## config.mk

```make
export PLATFORM = sky130hd
export DESIGN_NAME = cba_ctrl
export DESIGN_NICKNAME = d
export VERILOG_FILES = /design/src/rtl/cba_pkg.sv /design/src/rtl/cba_ctrl.sv
export SDC_FILE = /design/constraint.sdc
export NUM_CORES = 1
export LEC_CHECK = 0
export ABC_CLOCK_PERIOD_IN_PS = 2500
export BUFFER_PORTS_ARGS = -buffer_cell sky130_fd_sc_hd__buf_2
export CORE_AREA = 2 2 39 41
export DETAILED_ROUTE_END_ITERATION = 8
export DIE_AREA = 0 0 41 43
export GPL_TIMING_DRIVEN = 0
export REMOVE_ABC_BUFFERS = 1
export SLEW_MARGIN = 20
export SYNTH_ARGS = -nofsm -noshare
export SYNTH_HDL_FRONTEND = slang
export SYNTH_SLANG_ARGS = --single-unit
```

## constraint.sdc

```tcl
create_clock -name clk -period 2.5 [get_ports clk]
set_clock_uncertainty 0.1 [all_clocks]
set_input_delay 0.5 -clock clk [delete_from_list [all_inputs] [get_ports clk]]
set_output_delay 0.5 -clock clk [all_outputs]
set_load 0.02 [all_outputs]
```

## src/rtl/cba_pkg.sv

```systemverilog
// Shared types and constants for the channel block averager.
package cba_pkg;

  // Number of channels held in the accumulator memory.
  localparam int CHANNELS = 64;
  localparam int CH_W     = (CHANNELS > 1) ? $clog2(CHANNELS) : 1;

  // Field and accumulator widths.
  localparam int CHAN_W  = 6;
  localparam int TIME_W  = 32;
  localparam int VALUE_W = 32;
  localparam int SUM_W   = 42;
  localparam int COUNT_W = 11;
  localparam int BLEN_W  = 10;
  localparam int STEP_W  = $clog2(SUM_W + 1);

  localparam logic [BLEN_W-1:0] BLEN_RESET = BLEN_W'(1);

  // One incoming sample request.
  typedef struct packed {
    logic        [CHAN_W-1:0]  channel;
    logic        [TIME_W-1:0]  sample_time;
    logic signed [VALUE_W-1:0] sample_value;
  } in_item_t;

  // One block average result.
  typedef struct packed {
    logic        [CHAN_W-1:0]  out_channel;
    logic        [TIME_W-1:0]  mean_time;
    logic signed [VALUE_W-1:0] mean_value;
    logic        [COUNT_W-1:0] sample_count;
  } out_item_t;

  // One channel's accumulator entry.
  typedef struct packed {
    logic        [SUM_W-1:0]   time_sum;
    logic signed [SUM_W-1:0]   value_sum;
    logic        [COUNT_W-1:0] count;
  } entry_t;

  // Commands from the controller to the datapath.
  typedef struct packed {
    logic capture;
    logic update;
    logic div_start;
    logic out_load;
  } cmd_t;

  // Status from the datapath to the controller.
  typedef struct packed {
    logic report;
    logic div_done;
    logic out_free;
  } status_t;

endpackage

```

## src/rtl/cba_ctrl.sv

```systemverilog
// Controller state machine that sequences one sample request at a time.
module cba_ctrl
  import cba_pkg::*;
(
  input  logic    clk,
  input  logic    rst,
  input  logic    in_valid,
  output logic    in_ready,
  input  status_t status,
  output cmd_t    cmd
);

  typedef enum logic [3:0] {
    ST_IDLE   = 4'b0001,
    ST_DECIDE = 4'b0010,
    ST_DIVIDE = 4'b0100,
    ST_LOAD   = 4'b1000
  } state_t;

  state_t state;
  state_t state_next;

  // Next state and command decode.
  always_comb begin
    state_next = state;
    cmd        = '0;
    in_ready   = 1'b0;
    case (state)
      ST_IDLE: begin
        in_ready = 1'b1;
        if (in_valid) begin
          cmd.capture = 1'b1;
          state_next  = ST_DECIDE;
        end
      end
      ST_DECIDE: begin
        cmd.update = 1'b1;
        if (status.report) begin
          cmd.div_start = 1'b1;
          state_next    = ST_DIVIDE;
        end else begin
          state_next = ST_IDLE;
        end
      end
      ST_DIVIDE: begin
        if (status.div_done) begin
          state_next = ST_LOAD;
        end
      end
      ST_LOAD: begin
        if (status.out_free) begin
          cmd.out_load = 1'b1;
          state_next   = ST_IDLE;
        end
      end
      default: begin
        state_next = ST_IDLE;
      end
    endcase
  end

  // State register.
  always_ff @(posedge clk) begin
    if (rst) begin
      state <= ST_IDLE;
    end else begin
      state <= state_next;
    end
  end

endmodule

```

==> impl_metrics.tcl, run 1 <==
set metrics [dict create \
    syn_area_per_cell_sq_um 9.83 \
    multi_input_area_sq_um 165 \
    dieArea_sq_um 1760 \
    die_w_microns 41 \
    synth_fa_ha_area_share_pct 0 \
    fmax_mhz 515 \
    ios 11 \
    max-vdd-ir-drop_uv 252 \
    relSlewSlack_pct 75.7 \
    critPathArrivalTime_ps 1340 \
    grt_pass1_wl_microns 793 \
    final_antenna_net_count 0 \
    hold_path.class "in -> reg" \
    synthSimpleGateAreaFrac_pct 43.2 \
    max-cap-violations 0 \
    wire_per_inst_microns 9.75 \
    wl_microns 536 \
    tns_ps 0 \
    tightest_slew_ps 363 \
    finalPower_w 0.000190 \
    fin_crit_ps 1940 \
    largest_reg_flops 4 \
    final_cells 55 \
    synth_xor_area_share_pct 3.18 \
    ctsHoldBuffers 0 \
    layout_common_cells "buf_2 (10), dfxtp_1 (4), inv_1 (3), clkbuf_4 (3)" \
    htreeDepth 1 \
    dpl.cell_count 52 \
    diodes 0 \
    powerDensity_nw_per_um2 545 \
    yosysUniqueCellTypes 20 \
    clk_path_buf_depth 2 \
    required_ps 1900 \
    place.gp.congestion 0.740 \
    cts.repair.resized 0 \
    rsz0062_at_grt "false" \
    rrSetupSlack_ps 1260 \
    io_buffers 10 \
    final_common_cell "buf_2" \
    dp_hpwl_microns 413 \
    syn_to_final_growth_pct 26.8 \
    ys_ff_latch 4 \
    drc_errors 0 \
    via_per_inst 4.20 \
    register_area_sq_um 80.1 \
    antenna_found_initial 0 \
    layout-drive-gt1-share_pct 46.2 \
    grt_max_degree 9 \
    drv_slew 0 \
    cts_root_buf "clkbuf_4" \
    synth.top_cell.area_share_pct 29.1 \
    period_share_pct 77.6 \
    fp.coreArea_sq_um 1380 \
    synth_top_family_by_area "simple AND/OR/NAND/NOR gates" \
    clock_sinks 4 \
    synth_top_area_cell "dfxtp_1" \
    cts_buffers 3 \
    cts_tree "done" \
    synth_compound_area_share_pct 13.6 \
    drt_first_pass_iters 2 \
    track_usage_pct 7.43 \
    dr.first_iter.drc_count 4 \
    cts_setup_buffers 0 \
    initial_core_util_pct 19.9 \
    final_util_pct 25.2 \
    setup_viol 0 \
    path_class "reg -> out" \
    yosysWarnings 0 \
    grt_pass1_vias 179 \
    synth.area.mux_share_pct 0 \
    top_regs "state: 4 flops" \
    die_h_microns 43 \
    rows 14 \
    clk_pin_slew_ps 40 \
    dr_total_vias 231 \
    synth.cell_area_sq_um 275 \
    cp_max_fo 7 \
    fillerInstances 156 \
    synth-seq-area-share_pct 29.1 \
    clkLatencyLatePin_ps 230 \
    grt.overflow.total 0 \
    startpoint_type "flop" \
    fin_nets 47 \
    outcome "finished clean" \
    synthesis.instances 28 \
    top_register "state" \
    whs_ps 384 \
    crit_path_end_kind "primary output" \
    hold_viol 0 \
    p_leak_nw 0.150 \
    synth_area_leaders "dfxtp_1 (29%), nor4b_4 (8.6%), nor3b_1 (5.5%)" \
]
[power by group]
part	internal, W	switching, W	total [W]
logic	0.0000189	0.0000180	0.0000369
registers	0.0000676	0.00000696	0.0000746
clock network	0.0000536	0.0000250	0.0000786
total	0.000140	0.0000500	0.000190
[path summary, 6_finish.rpt]
check,startpoint,endpoint,cells after the start
max,state[1],cmd[1],3
min,rst,state[3],2
max reg2reg,state[1],state[0],3
min reg2reg,state[0],state[3],1
[metal layers]
metal | up-vias | global-route usage, % | wire (microns)
li1 | 124 | - | -
met1 | 95 | 10.6 | 244
met4 | 0 | 4.00 | 0
met2 | 12 | 7.19 | 235
met5 | - | 0 | 0
met3 | 0 | 6.28 | 56
[cell type report]
class	instances	share of cell area (%)
multi-input cells	19	47.3
flip-flops and latches	4	22.9
repair buffers	10	14.3
clock buffers	3	6.45
well taps	16	5.73
inverters	3	3.23
[cell families after synthesis]
family,count (synthesis)
compound gates,5
xor+xnor,1
simple gates,13
buf+inv,5
flops,4
[Yosys cell counts, drive strengths merged]
cell type,n
dfxtp,4
inv,3
nor3b,3
a31oi,2
and2,2
buf,2
nor4,2
nor4b,2
a21oi,1
and2b,1
and4,1
nor2,1
nor3,1
o21a,1
o31ai,1
xnor2,1
[worst max-delay path: stages, from the launching register on]
cell and delay (ps):
dfxtp_1 470, nor4b_2 290, and2_4 190, buf_2 150
[metrics by stage]
stage	instance area, sq um	setup WS [ps]
global placement	327	807
finish	349	559
floorplan	256	650
CTS	349	538
detailed placement	327	804
global route	349	470
Power figures use the tool's default switching activity.
==> run 2: changes to the inputs <==
--- a/config.mk
+++ b/config.mk
@@ -5,7 +5,7 @@
 export SDC_FILE = /design/constraint.sdc
 export NUM_CORES = 1
 export LEC_CHECK = 0
-export ABC_CLOCK_PERIOD_IN_PS = 2500
+export ABC_CLOCK_PERIOD_IN_PS = 1600
 export BUFFER_PORTS_ARGS = -buffer_cell sky130_fd_sc_hd__buf_2
 export CORE_AREA = 2 2 39 41
 export DETAILED_ROUTE_END_ITERATION = 8
==> constraint.sdc (replaced) <==
create_clock -name clk -period 1.6 [get_ports clk]
set_clock_uncertainty 0.1 [all_clocks]
set_input_delay 0.32 -clock clk [delete_from_list [all_inputs] [get_ports clk]]
set_output_delay 0.32 -clock clk [all_outputs]
set_load 0.02 [all_outputs]
==> run 2 against run 1 <==
- the flow now finishes with violations (negative setup slack)
- non-clock buffer count is 3 higher
- highest routed layer unchanged
- first-iteration DRC count shrank 50%
- largest power group unchanged
- final cell count up 5.5%
- worst setup slack got worse by 580 ps
- final area grew 17%
- clock-buffer cell count stayed put
- sequential power increased by 55%
- die area is the same
- utilization rose by 4.2 points
- flip-flop and latch count stayed put
==> impl_metrics.tcl, run 2 (same netlist as run 1, synthesis figures left out) <==
set metrics [dict create \
    outcome "finished, violations left" \
    violations "negative setup slack" \
    dieArea_sq_um 1760 \
    whs_ps 195 \
    final_antenna_net_count 0 \
    relSlewSlack_pct 83.5 \
    powerDensity_nw_per_um2 760 \
    dr_total_vias 255 \
    rrSetupSlack_ps 390 \
    cts_tree "done" \
    cts_root_buf "clkbuf_4" \
    tns_ps -19.5 \
    rows 14 \
    period_share_pct 101 \
    critPathArrivalTime_ps 1200 \
    die_h_microns 43 \
    die_w_microns 41 \
    path_class "reg -> out" \
    rsz0062_at_grt "true" \
    grt_pass1_vias 208 \
    dp_hpwl_microns 413 \
    crit_family "simple AND/OR/NAND/NOR gates" \
    diodes 0 \
    hold_path.class "in -> reg" \
    grt_max_degree 9 \
    largest_reg_flops 4 \
    clk_path_buf_depth 2 \
    crit_path_end_kind "primary output" \
    fmax_mhz 617 \
    top_regs "state: 4 flops" \
    wl_microns 568 \
    crit_chain "nor4b_4 > and2_4 > buf_6" \
    dr.first_iter.drc_count 2 \
    initial_core_util_pct 19.9 \
    cts_buffers 3 \
    clk_pin_slew_ps 40 \
    layout-drive-gt1-share_pct 61.9 \
    fin_crit_ps 1620 \
    max-vdd-ir-drop_uv 423 \
    drv_slew 0 \
    setup_ws_ps -19.5 \
    cpMaxStageDelayCell "dfxtp_4" \
    via_per_inst 4.40 \
    startpoint_type "flop" \
    wire_per_inst_microns 9.79 \
    clkLatencyLatePin_ps 230 \
    final_util_pct 29.5 \
    tightest_slew_ps 246 \
    grt_pass1_wl_microns 876 \
    top_register "state" \
    io_buffers 10 \
    critical_path.max_stage_delay_ps 360 \
    finalPower_w 0.000310 \
    drt_first_pass_iters 2 \
    fp.coreArea_sq_um 1380 \
    track_usage_pct 8.03 \
    ios 11 \
    cp_max_fo 5 \
    layout_common_cells "buf_2 (7), buf_4 (4), inv_1 (3), clkbuf_4 (3)" \
    syn_to_final_growth_pct 48.2 \
    final_common_cell "buf_2" \
    ctsHoldBuffers 0 \
    antenna_found_initial 0 \
    required_ps 1180 \
    max-cap-violations 0 \
    hold_viol 0 \
    fin_nets 50 \
    p_leak_nw 0.173 \
    setup_viol 1 \
    drc_errors 0 \
    grt.overflow.total 0 \
    path_buf_inv 1 \
    htreeDepth 1 \
    clock_sinks 4 \
    place.gp.congestion 0.740 \
]
## run 2: cell types whose count changed in the layout (fill, tap and decap cells not counted), sizes merged
| cell | change |
|---|---|
| buf | +3 |
## run 2: layer usage
metal	global-route usage [%]	share of wire, %	vias up
li1	-	-	131
met1	10.3	41	112
met2	9.38	48	12
met3	6.28	10	0
met4	4.00	0	0
met5	0	0	-
## run 2: final cells by class
type	instances	area (sq um)
tap	16	20.0
timing repair buffer	13	87.6
multi-input combinational	19	176
fill	151	976
inverter	3	11.3
sequential	4	90.1
clock buffer	3	22.5
## run 2: worst paths after layout
| path | to | depth (start not counted) | from |
|---|---|---|---|
| setup reg to reg | state[0] | 4 | state[2] |
| hold / removal | state[3] | 2 | rst |
| setup / recovery | cmd[3] | 3 | state[1] |
| hold reg to reg | state[3] | 1 | state[1] |
## run 2: timing repair
action,CTS,global route
endpoints found under the setup margin,4,4
endpoints found under the hold margin,0,0
gates resized for setup,10,3
pin swaps,3,4
buffers inserted,1,2
## run 2: per-stage QoR
| stage | area, sq um | instances | worst slack [ps] |
|---|---|---|---|
| floorplan | 256 | 26 | -69.5 |
| global placement | 327 | 52 | 86.6 |
| detailed placement | 327 | 52 | 83.9 |
| CTS | 384 | 56 | -37.6 |
| global route | 408 | 58 | -83.1 |
| finish | 408 | 58 | -19.5 |
## run 2: worst reg2reg max path, stage by stage, from the launching register on
cell	delay, ps
dfxtp_4	360
nor4b_4	280
and2_4	190
buf_4	100
o31ai_2	60
## run 2: power breakdown
part,switching [W],internal (W)
sequential,0.0000111,0.000105
combinational,0.0000316,0.0000403
clock,0.0000387,0.0000837
total,0.0000813,0.000229
==> run 3: changes to the inputs <==
--- a/config.mk
+++ b/config.mk
@@ -7,10 +7,14 @@
 export LEC_CHECK = 0
 export ABC_CLOCK_PERIOD_IN_PS = 1600
 export BUFFER_PORTS_ARGS = -buffer_cell sky130_fd_sc_hd__buf_2
-export CORE_AREA = 2 2 39 41
+export CELL_PAD_IN_SITES_DETAIL_PLACEMENT = 1
+export CELL_PAD_IN_SITES_GLOBAL_PLACEMENT = 2
+export CORE_MARGIN = 2
+export CORE_UTILIZATION = 21
+export CTS_CLUSTER_SIZE = 30
 export DETAILED_ROUTE_END_ITERATION = 8
-export DIE_AREA = 0 0 41 43
 export GPL_TIMING_DRIVEN = 0
+export PLACE_DENSITY_LB_ADDON = 0.1
 export REMOVE_ABC_BUFFERS = 1
 export SLEW_MARGIN = 20
 export SYNTH_ARGS = -nofsm -noshare
==> run 3 against run 2 <==
- routed wire length increased by 24%
- worst hold slack got worse by 1.2 ps
- non-clock buffer count is 3 higher
- via count up 5.9%
- worst setup slack better by 4.2 ps
- sequential power hardly changed
- global-route usage up 3.0 points
- combinational power rose by 3.6%
- first-iteration DRC count is 50% lower
- final cell count rose by 3.4%
- utilization is 4.1 points higher
- the flow still finishes with violations (negative setup slack)
==> impl_metrics.tcl, run 3 (same netlist as run 1, synthesis figures left out) <==
set metrics [dict create \
    fp.coreArea_sq_um 1270 \
    hold_viol 0 \
    top_register "state" \
    initial_core_util_pct 21.7 \
    wire_per_inst_microns 11.7 \
    clkLatencyLatePin_ps 230 \
    via_per_inst 4.50 \
    antenna_found_initial 0 \
    tightest_slew_ps 233 \
    place.gp.congestion 0.691 \
    max-cap-violations 0 \
    startpoint_type "flop" \
    fmax_mhz 619 \
    powerDensity_nw_per_um2 727 \
    pwr-share-comb_pct 24.0 \
    required_ps 1180 \
    dieArea_sq_um 1620 \
    clk_path_buf_depth 2 \
    die_w_microns 40.2 \
    clock_sinks 4 \
    critPathArrivalTime_ps 1200 \
    dr.first_iter.drc_count 1 \
    crit_chain "nor4b_4 > and2_4 > buf_6" \
    p_leak_nw 0.189 \
    cts_buffers 3 \
    dpl.cell_count 51 \
    grt_pass1_wl_mm 1.11 \
    rsz0062_at_grt "true" \
    diodes 0 \
    die_h_microns 40.2 \
    cpMaxStageDelayCell "dfxtp_4" \
    path_buf_inv 1 \
    path_class "reg -> out" \
    layout_common_cells "buf_2 (8), buf_4 (7), inv_1 (3), clkbuf_4 (3), dfxtp_4 (3)" \
    htreeDepth 1 \
    io_buffers 10 \
    wl_microns 704 \
    ios 11 \
    outcome "finished, violations left" \
    critical_path.max_stage_delay_ps 360 \
    crit_path_end_kind "primary output" \
    clkPwrFrac_pct 38.6 \
    dr_total_vias 270 \
    final_common_cell "buf_2" \
    grt_max_degree 8 \
    crit_family "simple AND/OR/NAND/NOR gates" \
    track_usage_pct 11.0 \
    p_seq_share_pct 37.3 \
    hold_path.class "in -> reg" \
    top_regs "state: 4 flops" \
    grt_pass1_vias 255 \
    layout-drive-gt1-share_pct 64.4 \
    cts_root_buf "clkbuf_4" \
    rows 13 \
    swShare_pct 26.1 \
    p_switching_w 0.0000807 \
    cts_tree "done" \
    setup_viol 1 \
    final_antenna_net_count 0 \
    final_util_pct 33.5 \
    setup_ws_ps -15.3 \
    fin_nets 53 \
    cp_max_fo 5 \
    largest_reg_flops 4 \
    clk_pin_slew_ps 40 \
    period_share_pct 101 \
    tns_ps -15.3 \
    grt.overflow.total 0 \
    relSlewSlack_pct 84.3 \
    fin_crit_ps 1620 \
    dp_hpwl_microns 503 \
    drc_errors 0 \
    drt_first_pass_iters 2 \
    max-vdd-ir-drop_uv 285 \
    syn_to_final_growth_pct 54.5 \
    internal-power_w 0.000229 \
    drv_slew 0 \
    final_cells 60 \
    violations "negative setup slack" \
    ctsHoldBuffers 0 \
]
run 3: cell count changes in the layout (fill, tap and decap cells not counted):
cell | before | now
buf_2 | 7 | 8
buf_4 | 4 | 7
dfxtp_4 | 2 | 3
buf_6 | 2 | 1
dfxtp_2 | 2 | 1
run 3: metal layers:
| layer | part of all wire (%) | global-route usage, % | up-vias |
|---|---|---|---|
| met3 | 4.0 | 3.33 | 0 |
| met1 | 40 | 13.6 | 129 |
| met4 | 0 | 7.50 | 0 |
| met2 | 56 | 16.1 | 5 |
| met5 | 0 | 0 | - |
| li1 | - | - | 136 |
run 3: worst paths after layout:
| check | from | end | slack, ps | cells after the start |
|---|---|---|---|---|
| hold reg to reg | state[0] | state[3] | 380 | 1 |
| hold / removal | rst | state[3] | 190 | 2 |
| setup reg to reg | state[3] | state[0] | 370 | 4 |
| setup / recovery | state[2] | cmd[3] | -20 | 3 |
run 3: cell type report:
cell class,count,area [sq um]
Fill cell,166,843
Clock buffer,3,22.5
Tap cell,15,18.8
Sequential cell,4,92.6
Multi-Input combinational cell,19,176
Inverter,3,11.3
Timing Repair Buffer,16,104
run 3: through the flow:
step / area [sq um] / setup slack [ps] / hold WS (ps) / total power, W
CTS: 415 / -36.4 / 193 / 0.000315
global placement: 325 / 85.6 / 442 / 0.000177
global route: 425 / -82.0 / 199 / 0.000331
finish: 425 / -15.3 / 194 / 0.000309
detailed placement: 325 / 85.9 / 447 / 0.000178
floorplan: 256 / -69.5 / 297 / 0.000156
run 3: power by group through the flow:
stage | Combinational, W | Clock (W) | Sequential [W]
6_report | 0.0000744 | 0.000119 | 0.000116
3_5_place_dp | 0.0000599 | 0 | 0.000118
4_1_cts | 0.0000748 | 0.000124 | 0.000116
5_1_grt | 0.0000808 | 0.000133 | 0.000117
3_3_place_gp | 0.0000587 | 0 | 0.000118
2_1_floorplan | 0.0000400 | 0 | 0.000116
run 3: what timing repair did:
item / in CTS / in global routing
resized for setup: 11 / 1
endpoints found under the setup margin: 5 / 3
pin swaps: 3 / 4
buffers inserted: 5 / 1
gates cloned: 0 / 0
